### src/rtl/core/ifd_pkg.sv
// Shared types and constants for the interleaved frame deframer.
`timescale 1ns / 1ps

package ifd_pkg;

  localparam int unsigned ByteW = 8;
  localparam int unsigned LenW  = 16;

  localparam logic [ByteW-1:0] DollarByte = 8'h24;

  localparam int unsigned StreamCacheBytes = 20000;
  localparam int unsigned HeaderBytes      = 4;
  localparam logic [LenW-1:0] MaxLenReset  = LenW'(StreamCacheBytes - HeaderBytes);

  typedef enum logic [1:0] {
    StatusData   = 2'd0,
    StatusEmpty  = 2'd1,
    StatusReject = 2'd2
  } status_e;

  typedef struct packed {
    logic [ByteW-1:0] channel;
    logic [ByteW-1:0] data;
    logic             first;
    logic             last;
    status_e          status;
  } result_t;

endpackage

### src/rtl/core/ifd_in_stage.sv
// Input register holding one stream byte request.
`timescale 1ns / 1ps

module ifd_in_stage (
  input  logic                    clk_i,
  input  logic                    rst_ni,
  input  logic                    in_valid_i,
  output logic                    in_ready_o,
  input  logic [ifd_pkg::ByteW-1:0] stream_byte_i,
  input  logic                    advance_i,
  output logic                    valid_o,
  output logic [ifd_pkg::ByteW-1:0] byte_o
);

  logic                      valid_q, valid_d;
  logic [ifd_pkg::ByteW-1:0] byte_q;
  logic                      load;

  assign in_ready_o = !valid_q || advance_i;
  assign load       = in_valid_i && in_ready_o;

  always_comb begin
    valid_d = valid_q;
    if (load) begin
      valid_d = 1'b1;
    end else if (advance_i) begin
      valid_d = 1'b0;
    end
  end

  always_ff @(posedge clk_i or negedge rst_ni) begin
    if (!rst_ni) begin
      valid_q <= 1'b0;
    end else begin
      valid_q <= valid_d;
    end
  end

  always_ff @(posedge clk_i) begin
    if (load) begin
      byte_q <= stream_byte_i;
    end
  end

  assign valid_o = valid_q;
  assign byte_o  = byte_q;

endmodule

### src/rtl/core/ifd_parser.sv
// Frame header parser, payload counter and length limit register.
`timescale 1ns / 1ps

module ifd_parser (
  input  logic                        clk_i,
  input  logic                        rst_ni,
  input  logic                        cfg_we_i,
  input  logic [ifd_pkg::LenW-1:0]    cfg_wdata_i,
  input  logic [ifd_pkg::ByteW-1:0]   byte_i,
  input  logic                        fire_i,
  output logic                        res_valid_o,
  output ifd_pkg::result_t            res_o
);

  typedef enum logic [2:0] {
    PhaseHunt    = 3'd0,
    PhaseChannel = 3'd1,
    PhaseLenHigh = 3'd2,
    PhaseLenLow  = 3'd3,
    PhasePayload = 3'd4
  } phase_e;

  phase_e                    phase_q, phase_d;
  logic [ifd_pkg::ByteW-1:0] channel_q, channel_d;
  logic [ifd_pkg::ByteW-1:0] len_high_q, len_high_d;
  logic [ifd_pkg::LenW-1:0]  remaining_q, remaining_d;
  logic                      first_q, first_d;
  logic [ifd_pkg::LenW-1:0]  max_len_q;
  logic [ifd_pkg::LenW-1:0]  frame_len;
  logic                      is_last;

  assign frame_len = {len_high_q, byte_i};
  assign is_last   = (remaining_q <= ifd_pkg::LenW'(1));

  always_comb begin
    phase_d     = phase_q;
    channel_d   = channel_q;
    len_high_d  = len_high_q;
    remaining_d = remaining_q;
    first_d     = first_q;
    res_valid_o = 1'b0;
    res_o       = '{channel: channel_q, data: '0, first: 1'b0, last: 1'b1,
                    status: ifd_pkg::StatusData};
    unique case (phase_q)
      PhaseChannel: begin
        channel_d = byte_i;
        phase_d   = PhaseLenHigh;
      end
      PhaseLenHigh: begin
        len_high_d = byte_i;
        phase_d    = PhaseLenLow;
      end
      PhaseLenLow: begin
        if (frame_len > max_len_q) begin
          res_valid_o  = 1'b1;
          res_o.status = ifd_pkg::StatusReject;
          phase_d      = PhaseHunt;
        end else if (frame_len == '0) begin
          res_valid_o  = 1'b1;
          res_o.status = ifd_pkg::StatusEmpty;
          phase_d      = PhaseHunt;
        end else begin
          remaining_d = frame_len;
          first_d     = 1'b1;
          phase_d     = PhasePayload;
        end
      end
      PhasePayload: begin
        res_valid_o = 1'b1;
        res_o.data  = byte_i;
        res_o.first = first_q;
        res_o.last  = is_last;
        first_d     = 1'b0;
        if (is_last) begin
          remaining_d = '0;
          phase_d     = PhaseHunt;
        end else begin
          remaining_d = remaining_q - ifd_pkg::LenW'(1);
        end
      end
      default: begin
        phase_d = (byte_i == ifd_pkg::DollarByte) ? PhaseChannel : PhaseHunt;
      end
    endcase
  end

  always_ff @(posedge clk_i or negedge rst_ni) begin
    if (!rst_ni) begin
      phase_q     <= PhaseHunt;
      channel_q   <= '0;
      len_high_q  <= '0;
      remaining_q <= '0;
      first_q     <= 1'b0;
    end else if (fire_i) begin
      phase_q     <= phase_d;
      channel_q   <= channel_d;
      len_high_q  <= len_high_d;
      remaining_q <= remaining_d;
      first_q     <= first_d;
    end
  end

  always_ff @(posedge clk_i or negedge rst_ni) begin
    if (!rst_ni) begin
      max_len_q <= ifd_pkg::MaxLenReset;
    end else if (cfg_we_i) begin
      max_len_q <= cfg_wdata_i;
    end
  end

  a_payload_count: assert property (@(posedge clk_i) disable iff (!rst_ni)
    phase_q == PhasePayload |-> remaining_q != '0)
    else $error("payload phase with zero bytes remaining");

  a_header_to_payload: assert property (@(posedge clk_i) disable iff (!rst_ni)
    fire_i && phase_q == PhaseLenLow && !res_valid_o
    |=> phase_q == PhasePayload && first_q)
    else $error("accepted length did not start payload");

  a_last_to_hunt: assert property (@(posedge clk_i) disable iff (!rst_ni)
    fire_i && res_valid_o && res_o.last |=> phase_q == PhaseHunt)
    else $error("frame end did not return to hunting");

endmodule

### src/rtl/core/ifd_out_stage.sv
// Result register holding one deframed result request.
`timescale 1ns / 1ps

module ifd_out_stage (
  input  logic             clk_i,
  input  logic             rst_ni,
  input  logic             load_i,
  input  ifd_pkg::result_t res_i,
  output logic             free_o,
  input  logic             out_ready_i,
  output logic             out_valid_o,
  output ifd_pkg::result_t res_o
);

  logic             valid_q, valid_d;
  ifd_pkg::result_t res_q;

  assign free_o = !valid_q || out_ready_i;

  always_comb begin
    valid_d = valid_q;
    if (load_i) begin
      valid_d = 1'b1;
    end else if (out_ready_i) begin
      valid_d = 1'b0;
    end
  end

  always_ff @(posedge clk_i or negedge rst_ni) begin
    if (!rst_ni) begin
      valid_q <= 1'b0;
    end else begin
      valid_q <= valid_d;
    end
  end

  always_ff @(posedge clk_i) begin
    if (load_i) begin
      res_q <= res_i;
    end
  end

  assign out_valid_o = valid_q;
  assign res_o       = res_q;

endmodule

### src/rtl/core/interleaved_frame_deframer.sv
// A stream byte is held in the input register; its result is then captured in the result register.
// Throughput: one stream byte per cycle; the input register, parser and
// result register advance together whenever the result register is free
// or the held byte gives no result.
// Reset (rst_ni low, asynchronous): both registers empty, parser hunting
// for the dollar byte, length limit back to 19996.
`timescale 1ns / 1ps

module interleaved_frame_deframer (
  input  logic                      clk_i,
  input  logic                      rst_ni,
  input  logic                      cfg_we_i,
  input  logic [ifd_pkg::LenW-1:0]  cfg_wdata_i,
  input  logic                      in_valid_i,
  output logic                      in_ready_o,
  input  logic [ifd_pkg::ByteW-1:0] stream_byte_i,
  output logic                      out_valid_o,
  input  logic                      out_ready_i,
  output logic [ifd_pkg::ByteW-1:0] frame_channel_o,
  output logic [ifd_pkg::ByteW-1:0] payload_byte_o,
  output logic                      first_of_frame_o,
  output logic                      last_of_frame_o,
  output logic [1:0]                status_o
);

  logic                      stage_valid;
  logic [ifd_pkg::ByteW-1:0] stage_byte;
  logic                      advance;
  logic                      res_valid;
  ifd_pkg::result_t          res;
  logic                      out_free;
  ifd_pkg::result_t          out_res;

  assign advance = stage_valid && (!res_valid || out_free);

  ifd_in_stage u_in_stage (
    .clk_i         (clk_i),
    .rst_ni        (rst_ni),
    .in_valid_i    (in_valid_i),
    .in_ready_o    (in_ready_o),
    .stream_byte_i (stream_byte_i),
    .advance_i     (advance),
    .valid_o       (stage_valid),
    .byte_o        (stage_byte)
  );

  ifd_parser u_parser (
    .clk_i       (clk_i),
    .rst_ni      (rst_ni),
    .cfg_we_i    (cfg_we_i),
    .cfg_wdata_i (cfg_wdata_i),
    .byte_i      (stage_byte),
    .fire_i      (advance),
    .res_valid_o (res_valid),
    .res_o       (res)
  );

  ifd_out_stage u_out_stage (
    .clk_i       (clk_i),
    .rst_ni      (rst_ni),
    .load_i      (advance && res_valid),
    .res_i       (res),
    .free_o      (out_free),
    .out_ready_i (out_ready_i),
    .out_valid_o (out_valid_o),
    .res_o       (out_res)
  );

  assign frame_channel_o  = out_res.channel;
  assign payload_byte_o   = out_res.data;
  assign first_of_frame_o = out_res.first;
  assign last_of_frame_o  = out_res.last;
  assign status_o         = out_res.status;

endmodule
### config.mk
export PLATFORM = sky130hd
export DESIGN_NAME = interleaved_frame_deframer
export DESIGN_NICKNAME = d
export VERILOG_FILES = /design/src/rtl/core/ifd_pkg.sv /design/src/rtl/core/ifd_in_stage.sv /design/src/rtl/core/ifd_parser.sv /design/src/rtl/core/ifd_out_stage.sv /design/src/rtl/core/interleaved_frame_deframer.sv
export SDC_FILE = /design/constraint.sdc
export NUM_CORES = 1
export LEC_CHECK = 0
export BUFFER_PORTS_ARGS = -buffer_cell sky130_fd_sc_hd__buf_4
export CELL_PAD_IN_SITES_DETAIL_PLACEMENT = 1
export CELL_PAD_IN_SITES_GLOBAL_PLACEMENT = 1
export CORE_AREA = 2 2 95 97
export CTS_BUF_LIST = sky130_fd_sc_hd__clkbuf_2 sky130_fd_sc_hd__clkbuf_4 sky130_fd_sc_hd__clkbuf_8
export CTS_CLUSTER_DIAMETER = 150
export DETAILED_ROUTE_END_ITERATION = 12
export DIE_AREA = 0 0 97 99
export GPL_TIMING_DRIVEN = 0
export PLACE_DENSITY_LB_ADDON = 0.12
export RECOVER_POWER = 50
export SLEW_MARGIN = 40
export SYNTH_ARGS = -nofsm -noshare
export SYNTH_HDL_FRONTEND = slang
export SYNTH_SLANG_ARGS = --single-unit
export TNS_END_PERCENT = 10
### constraint.sdc
create_clock -name clk_i -period 4.2 [get_ports clk_i]
set_clock_uncertainty 0.2 [all_clocks]
set_input_delay 0.42 -clock clk_i [delete_from_list [all_inputs] [get_ports clk_i]]
set_output_delay 0.42 -clock clk_i [all_outputs]
set_load 0.01 [all_outputs]
==> results of run 1 <==
## cells by family after synthesis
logic type,Yosys count
fa+ha+maj,18
simple gates,109
compound gates,95
flops,82
buf+inv,37
mux,17
## layout make-up
class,count,area [um2]
Clock inverter,7,106.4
Tap cell,108,135.1
Inverter,22,83.83
Buffer,15,102.6
Multi-Input combinational cell,239,1597
Clock buffer,9,123.9
Sequential cell,82,2201
Timing Repair Buffer,51,351.6
Fill cell,944,3850
## layer usage
metal | global-route usage (%) | vias to the layer above
met5 | 0 | -
met4 | 8.451 | 0
met3 | 2.979 | 12
met2 | 37.82 | 68
met1 | 29.05 | 1549
li1 | - | 1420
## registers in the layout, summed over array words and instances (netlist names)
name and count:
u_parser.first_q 1, u_parser.channel_q 8, u_in_stage.valid_o 1, u_parser.phase_q 3, u_parser.remaining_q 16, u_parser.len_high_q 8, u_parser.max_len_q 16, u_out_stage.out_valid_o 1
u_out_stage.res_o 20, u_in_stage.byte_o 8
## metrics by stage
| step | setup WS [ns] | area [um2] |
|---|---|---|
| finish | 0.6070 | 4701 |
| detailed placement | 0.8130 | 4494 |
| global route | 0.2375 | 4701 |
| floorplan | 0.7960 | 3968 |
| CTS | 0.5329 | 4735 |
| global placement | 0.2274 | 4478 |
## what timing repair did
item	4_1_cts	5_1_grt
hold endpoints to repair	47	0
endpoints found under the setup margin	0	0
resized for setup	0	0
hold buffers	1	0
## worst paths after layout
kind                                                to  slack, ns
worst max-delay path                        in_ready_o       0.61
worst min-delay path              u_in_stage.byte_o[1]       0.05
worst max register to register   u_out_stage.res_o[18]       0.85
worst min register to register   u_out_stage.res_o[13]       0.26
max in group asynchronous        u_parser.max_len_q[7]       0.78
min in group asynchronous       u_parser.max_len_q[13]       1.37
## where the power goes
part	switching [uW]	internal [uW]	total (uW)	leakage (uW)
Combinational	541	432	972	0.000955
Sequential	216	1080	1300	0.000908
Clock	324	347	670	0.000117
## critical path: stages, from the launching register on
cell,delay [ns]
dfstp_2,0.52
inv_1,0.05
ha_1,0.30
nand4_1,0.19
nor4_1,0.47
a21bo_2,0.30
nand2_1,0.07
o221ai_1,0.12
a21o_1,0.27
nand2b_1,0.16
buf_4,0.16
## placed cells by master, fill, tap and decap left out, types with 10 or more instances in the layout
master,n
dfrtp_1,47
a21oi_1,20
mux2_2,17
ha_1,18
o21ai_1,30
nand2_1,27
nor2_1,26
edfxtp_1,28
clkbuf_1,16
and2_1,12
nor3_1,10
inv_1,21
o21ai_0,18
buf_4,35
==> impl_metrics.env, run 1 <==
export IMPL_dr_pass1_iters=4
export IMPL_post_route_period_util_pct=85.55
export IMPL_synth_xor_area_share_pct=0
export IMPL_yosys_warnings=0
export IMPL_relSlewSlack_pct=-96.87
export IMPL_worst_slew_pin_slew_ns=2.953
export IMPL_rsz0062_at_grt="no"
export IMPL_syn_cell_area_um2=3968
export IMPL_async_flop_share_pct=65.85
export IMPL_place_port_buffers=50
export IMPL_maxCapViolCount=1
export IMPL_hold_class="input pin to register"
export IMPL_critPathArrivalTime_ns=2.97
export IMPL_initial_utilization_pct=46.40
export IMPL_synth_top_family_by_area="compound AO/OA/AOI/OAI gates"
export IMPL_clock_sinks=82
export IMPL_via_count=3049
export IMPL_crit_required_ns=3.58
export IMPL_ys_ff_latch=82
export IMPL_synth_simple_area_share_pct=14.66
export IMPL_ff2ff_path_depth=9
export IMPL_die_area_um2=9603
export IMPL_cts_root_buf="clkbuf_8"
export IMPL_synth_nets=405
export IMPL_cts_inserted_buffers=9
export IMPL_wl_met2_mm=5.173
export IMPL_cp_max_fo=5
export IMPL_setup_violations=0
export IMPL_synth_top_area_share_pct=29.64
export IMPL_synth_compound_gate_area_share_pct=14.66
export IMPL_stdcell_count=533
export IMPL_slew_viol_final=55
export IMPL_outcome="finished, violations left"
export IMPL_finalPower_uw=2943
export IMPL_yosysTopAreaCell="dfrtp_1"
export IMPL_synthMuxAreaShare_pct=4.825
export IMPL_clock_fmax_mhz=278.3
export IMPL_grt_pass1_vias=3247
export IMPL_wl_per_cell_um=18.96
export IMPL_hpwl_mm=7.091
export IMPL_cts_max_path_buffers=2
export IMPL_post_cts_setup_buffers=0
export IMPL_cts_tree="done"
export IMPL_top_layer="met4"
export IMPL_layout_drive_gt1_share_pct=23.06
export IMPL_fin_util_pct=54.98
export IMPL_antennaDiodeCount=0
export IMPL_wl_met3_um=463
export IMPL_grt_max_degree=55
export IMPL_gp_congestion=0.8494
export IMPL_synth_most_common_cell="dfrtp_1"
export IMPL_htree_levels=3
export IMPL_power_density_nw_per_um2=626.0
export IMPL_fin_nets=467
export IMPL_tns_ns=0
export IMPL_worstSkewPairLatency_ns=0.36
export IMPL_yosys_top_cells_area="dfrtp_1 30%, edfxtp_1 21%, ha_1 5.7%"
export IMPL_worst_setup_path_type="register to output pin"
export IMPL_fp_dieW_um=97
export IMPL_grt_remaining_overflow=0
export IMPL_antenna_found_initial=0
export IMPL_ir_drop_v=0.0002058
export IMPL_cp_end_kind="output pin"
export IMPL_viasPerCell=5.720
export IMPL_avgSynthCellArea_um2=11.08
export IMPL_grt_pass1_wl_mm=16.72
export IMPL_synthDistinctLibCells=51
export IMPL_synthCells=358
export IMPL_rows=34
export IMPL_whs_ns=0.05142
export IMPL_fin_crit_ns=3.593
export IMPL_area_delta_synth_final_pct=18.48
export IMPL_reg2reg_from="u_parser.max_len_q[14]"
export IMPL_coreArea_um2=8551
export IMPL_synth_adder_area_share_pct=5.676
export IMPL_drt_met1_wl_mm=4.312
export IMPL_clkTransAtPathRegs_ns=0.09
export IMPL_synth_edf_count=28
export IMPL_yosysSeqAreaShare_pct=55.47
export IMPL_ant_nets=0
export IMPL_synth_flop_cell="dfrtp_1"
export IMPL_drc=0
export IMPL_leakage_uw=0.001979
export IMPL_dpl_cell_count=516
export IMPL_ioPinCount=51
export IMPL_grtUsageTotal_pct=22.19
export IMPL_die_h_um=99
export IMPL_hold_viol=0
export IMPL_routed_wirelength_mm=10.11
export IMPL_cp_startpoint="u_parser.max_len_q[14]"
export IMPL_min_path_cells=1
export IMPL_critPathLaunchType="register"
export IMPL_drt_iter0_drc=150
export IMPL_worstHoldStart="stream_byte_i[1]"
export IMPL_synth_common_cells="47 x dfrtp_1, 30 x o21ai_1, 28 x edfxtp_1"
export IMPL_violations="max-capacitance violations, max-slew violations"
No activity file was read; power rests on OpenSTA's default activity.
==> inputs of run 2 (changes only) <==
--- a/config.mk
+++ b/config.mk
@@ -6,13 +6,13 @@
 export NUM_CORES = 1
 export LEC_CHECK = 0
 export BUFFER_PORTS_ARGS = -buffer_cell sky130_fd_sc_hd__buf_4
-export CELL_PAD_IN_SITES_DETAIL_PLACEMENT = 1
-export CELL_PAD_IN_SITES_GLOBAL_PLACEMENT = 1
-export CORE_AREA = 2 2 95 97
+export CELL_PAD_IN_SITES_DETAIL_PLACEMENT = 0
+export CELL_PAD_IN_SITES_GLOBAL_PLACEMENT = 2
+export CORE_AREA = 2 2 107 109
 export CTS_BUF_LIST = sky130_fd_sc_hd__clkbuf_2 sky130_fd_sc_hd__clkbuf_4 sky130_fd_sc_hd__clkbuf_8
 export CTS_CLUSTER_DIAMETER = 150
 export DETAILED_ROUTE_END_ITERATION = 12
-export DIE_AREA = 0 0 97 99
+export DIE_AREA = 0 0 109 111
 export GPL_TIMING_DRIVEN = 0
 export PLACE_DENSITY_LB_ADDON = 0.12
 export RECOVER_POWER = 50
==> run 2 against run 1 <==
  * The flow now finishes without violations
  * Combinational power is 3.0% lower
  * Routed wire length decreased by 5.2%
  * Final area rose by 0.48%
  * Count of clock-buffer cells in the layout is the same
  * Sequential share of layout area shrank 0.22 points
  * Global-route usage is 5.0 points lower
  * Maximum frequency up 0.26%
  * Utilization is 12 points lower
  * Sequential power hardly changed
  * Critical endpoint unchanged
  * Largest power group unchanged
==> impl_metrics.env, run 2 (synthesis gave the netlist of run 1 again) <==
export IMPL_leakage_uw=0.001972
export IMPL_layout_commonest_cell="dfrtp_1"
export IMPL_regArea_um2=2201
export IMPL_area_delta_synth_final_pct=19.05
export IMPL_cts_hold_buf=1
export IMPL_crit_required_ns=3.58
export IMPL_via_count=2876
export IMPL_cp_end_kind="output pin"
export IMPL_switching_power_uw=1050
export IMPL_power_density_nw_per_um2=602.8
export IMPL_layout_drive_gt1_share_pct=23.29
export IMPL_hold_class="input pin to register"
export IMPL_critPathArrivalTime_ns=2.96
export IMPL_worstSkewPairLatency_ns=0.37
export IMPL_combPwrFrac_pct=33.1
export IMPL_largest_reg_flops=20
export IMPL_cp_cell_sequence="inv_1 -> ha_1 -> nand4_1 -> nor2_1 -> or3_1 -> or3_1 -> o221ai_1 -> a21o_1 -> nand2b_1 -> buf_4"
export IMPL_gp_congestion=0.8541
export IMPL_antenna_found_initial=0
export IMPL_critical_path_buf_inv_count=2
export IMPL_clock_power_share_pct=21.5
export IMPL_clkTransAtPathRegs_ns=0.09
export IMPL_routed_wirelength_mm=9.579
export IMPL_post_route_period_util_pct=85.33
export IMPL_cts_root_buf="clkbuf_8"
export IMPL_clock_fmax_mhz=279.0
export IMPL_coreArea_um2=11080
export IMPL_grt_max_degree=55
export IMPL_drc=0
export IMPL_mostFrequentLayoutCells="47 x dfrtp_1, 36 x buf_4, 30 x o21ai_1"
export IMPL_wl_per_cell_um=16.86
export IMPL_initial_utilization_pct=35.82
export IMPL_setup_violations=0
export IMPL_viasPerCell=5.063
export IMPL_drt_iter0_drc=131
export IMPL_cts_inserted_buffers=9
export IMPL_hpwl_mm=6.638
export IMPL_p_sw_share_pct=36.86
export IMPL_cp_common_cell="or3_1"
export IMPL_ir_drop_v=0.0002049
export IMPL_dpl_cell_count=551
export IMPL_worst_slew_pin_slew_ns=0.7236
export IMPL_worst_setup_path_type="register to output pin"
export IMPL_fin_crit_ns=3.584
export IMPL_critPathMaxStageDelay_ns=0.52
export IMPL_dr_pass1_iters=4
export IMPL_cp_max_fo=5
export IMPL_tns_ns=0
export IMPL_post_cts_setup_buffers=0
export IMPL_rsz0062_at_grt="no"
export IMPL_slew_viol_final=0
export IMPL_critPathLaunchType="register"
export IMPL_ioPinCount=51
export IMPL_maxCapViolCount=0
export IMPL_cpLargestDelayFamily="simple AND/OR/NAND/NOR gates"
export IMPL_relSlewSlack_pct=51.76
export IMPL_cts_repair_resized=0
export IMPL_cts_max_path_buffers=2
export IMPL_grt_remaining_overflow=0
export IMPL_multi_input_area_um2=1597
export IMPL_cp_slowest_cell="dfstp_2"
export IMPL_rows=39
export IMPL_place_port_buffers=50
export IMPL_ant_nets=0
export IMPL_fin_nets=467
export IMPL_cts_tree="done"
export IMPL_p_int_uw=1798
export IMPL_clock_sinks=82
export IMPL_grt_pass1_vias=2886
export IMPL_hold_viol=0
export IMPL_htree_levels=3
export IMPL_fillers=1084
export IMPL_outcome="complete, no violations"
export IMPL_grtUsageTotal_pct=17.15
export IMPL_die_area_um2=12100
export IMPL_fp_dieW_um=109
export IMPL_grt_pass1_wl_mm=15.59
export IMPL_antennaDiodeCount=0
export IMPL_stdcell_count=568
export IMPL_die_h_um=111
export IMPL_seqPwrFrac_pct=45.4
[run 2: area by class of cell]
cell class / instances / share of cell area (%)
Timing Repair Buffer: 51 / 7.523
Inverter: 22 / 1.775
Buffer: 15 / 2.172
Multi-Input combinational cell: 239 / 33.80
Tap cell: 143 / 3.788
Sequential cell: 82 / 46.60
Clock inverter: 7 / 1.722
Clock buffer: 9 / 2.623
[run 2: path summary, 6_finish.rpt]
check	startpoint	end	slack (ns)	cells after the start
setup / recovery	u_parser.max_len_q[14]	in_ready_o	0.62	10
hold / removal	stream_byte_i[5]	u_in_stage.byte_o[5]	0.04	1
setup reg to reg	u_parser.max_len_q[14]	u_out_stage.res_o[4]	0.90	9
hold reg to reg	u_parser.channel_q[0]	u_out_stage.res_o[12]	0.25	0
max in group asynchronous	rst_ni	u_parser.remaining_q[6]	2.87	2
min in group asynchronous	rst_ni	u_parser.max_len_q[15]	0.45	2
[run 2: power by group through the flow]
stage / Combinational, uW / Sequential [uW] / Clock [uW]
CTS: 965 / 1290 / 627
global placement: 939 / 1300 / 0
detailed placement: 962 / 1310 / 0
global route: 1070 / 1330 / 665
finish: 943 / 1290 / 613
floorplan: 680 / 1250 / 0
[run 2: per-stage QoR]
step	power, uW	utilization, %	hold slack [ns]	cell area [um2]	setup slack (ns)
floorplan	1933	-	-0.07559	3968	0.7960
global placement	2243	40.82	0.2286	4522	0.1605
detailed placement	2271	40.97	0.2336	4538	0.8892
CTS	2887	42.91	0.009556	4753	0.5928
global route	3057	42.64	0.03329	4723	0.3757
finish	2847	42.64	0.04409	4723	0.6163
[run 2: worst register-to-register path, stage by stage, from the launching register on]
cell	delay (ns)
dfstp_2	0.52
inv_1	0.05
ha_1	0.30
nand4_1	0.18
nor4_1	0.45
a21bo_2	0.29
nand2_1	0.06
o221ai_1	0.13
a21o_1	0.28
nor2_4	0.48
[run 2: layer usage]
metal / vias to the layer above / wire length [um] / global-route usage, %
li1: 1420 / - / -
met1: 1369 / 4647 / 24.13
met2: 73 / 4424 / 26.29
met3: 14 / 321 / 2.587
met4: 0 / 186 / 7.009
met5: - / 0 / 0
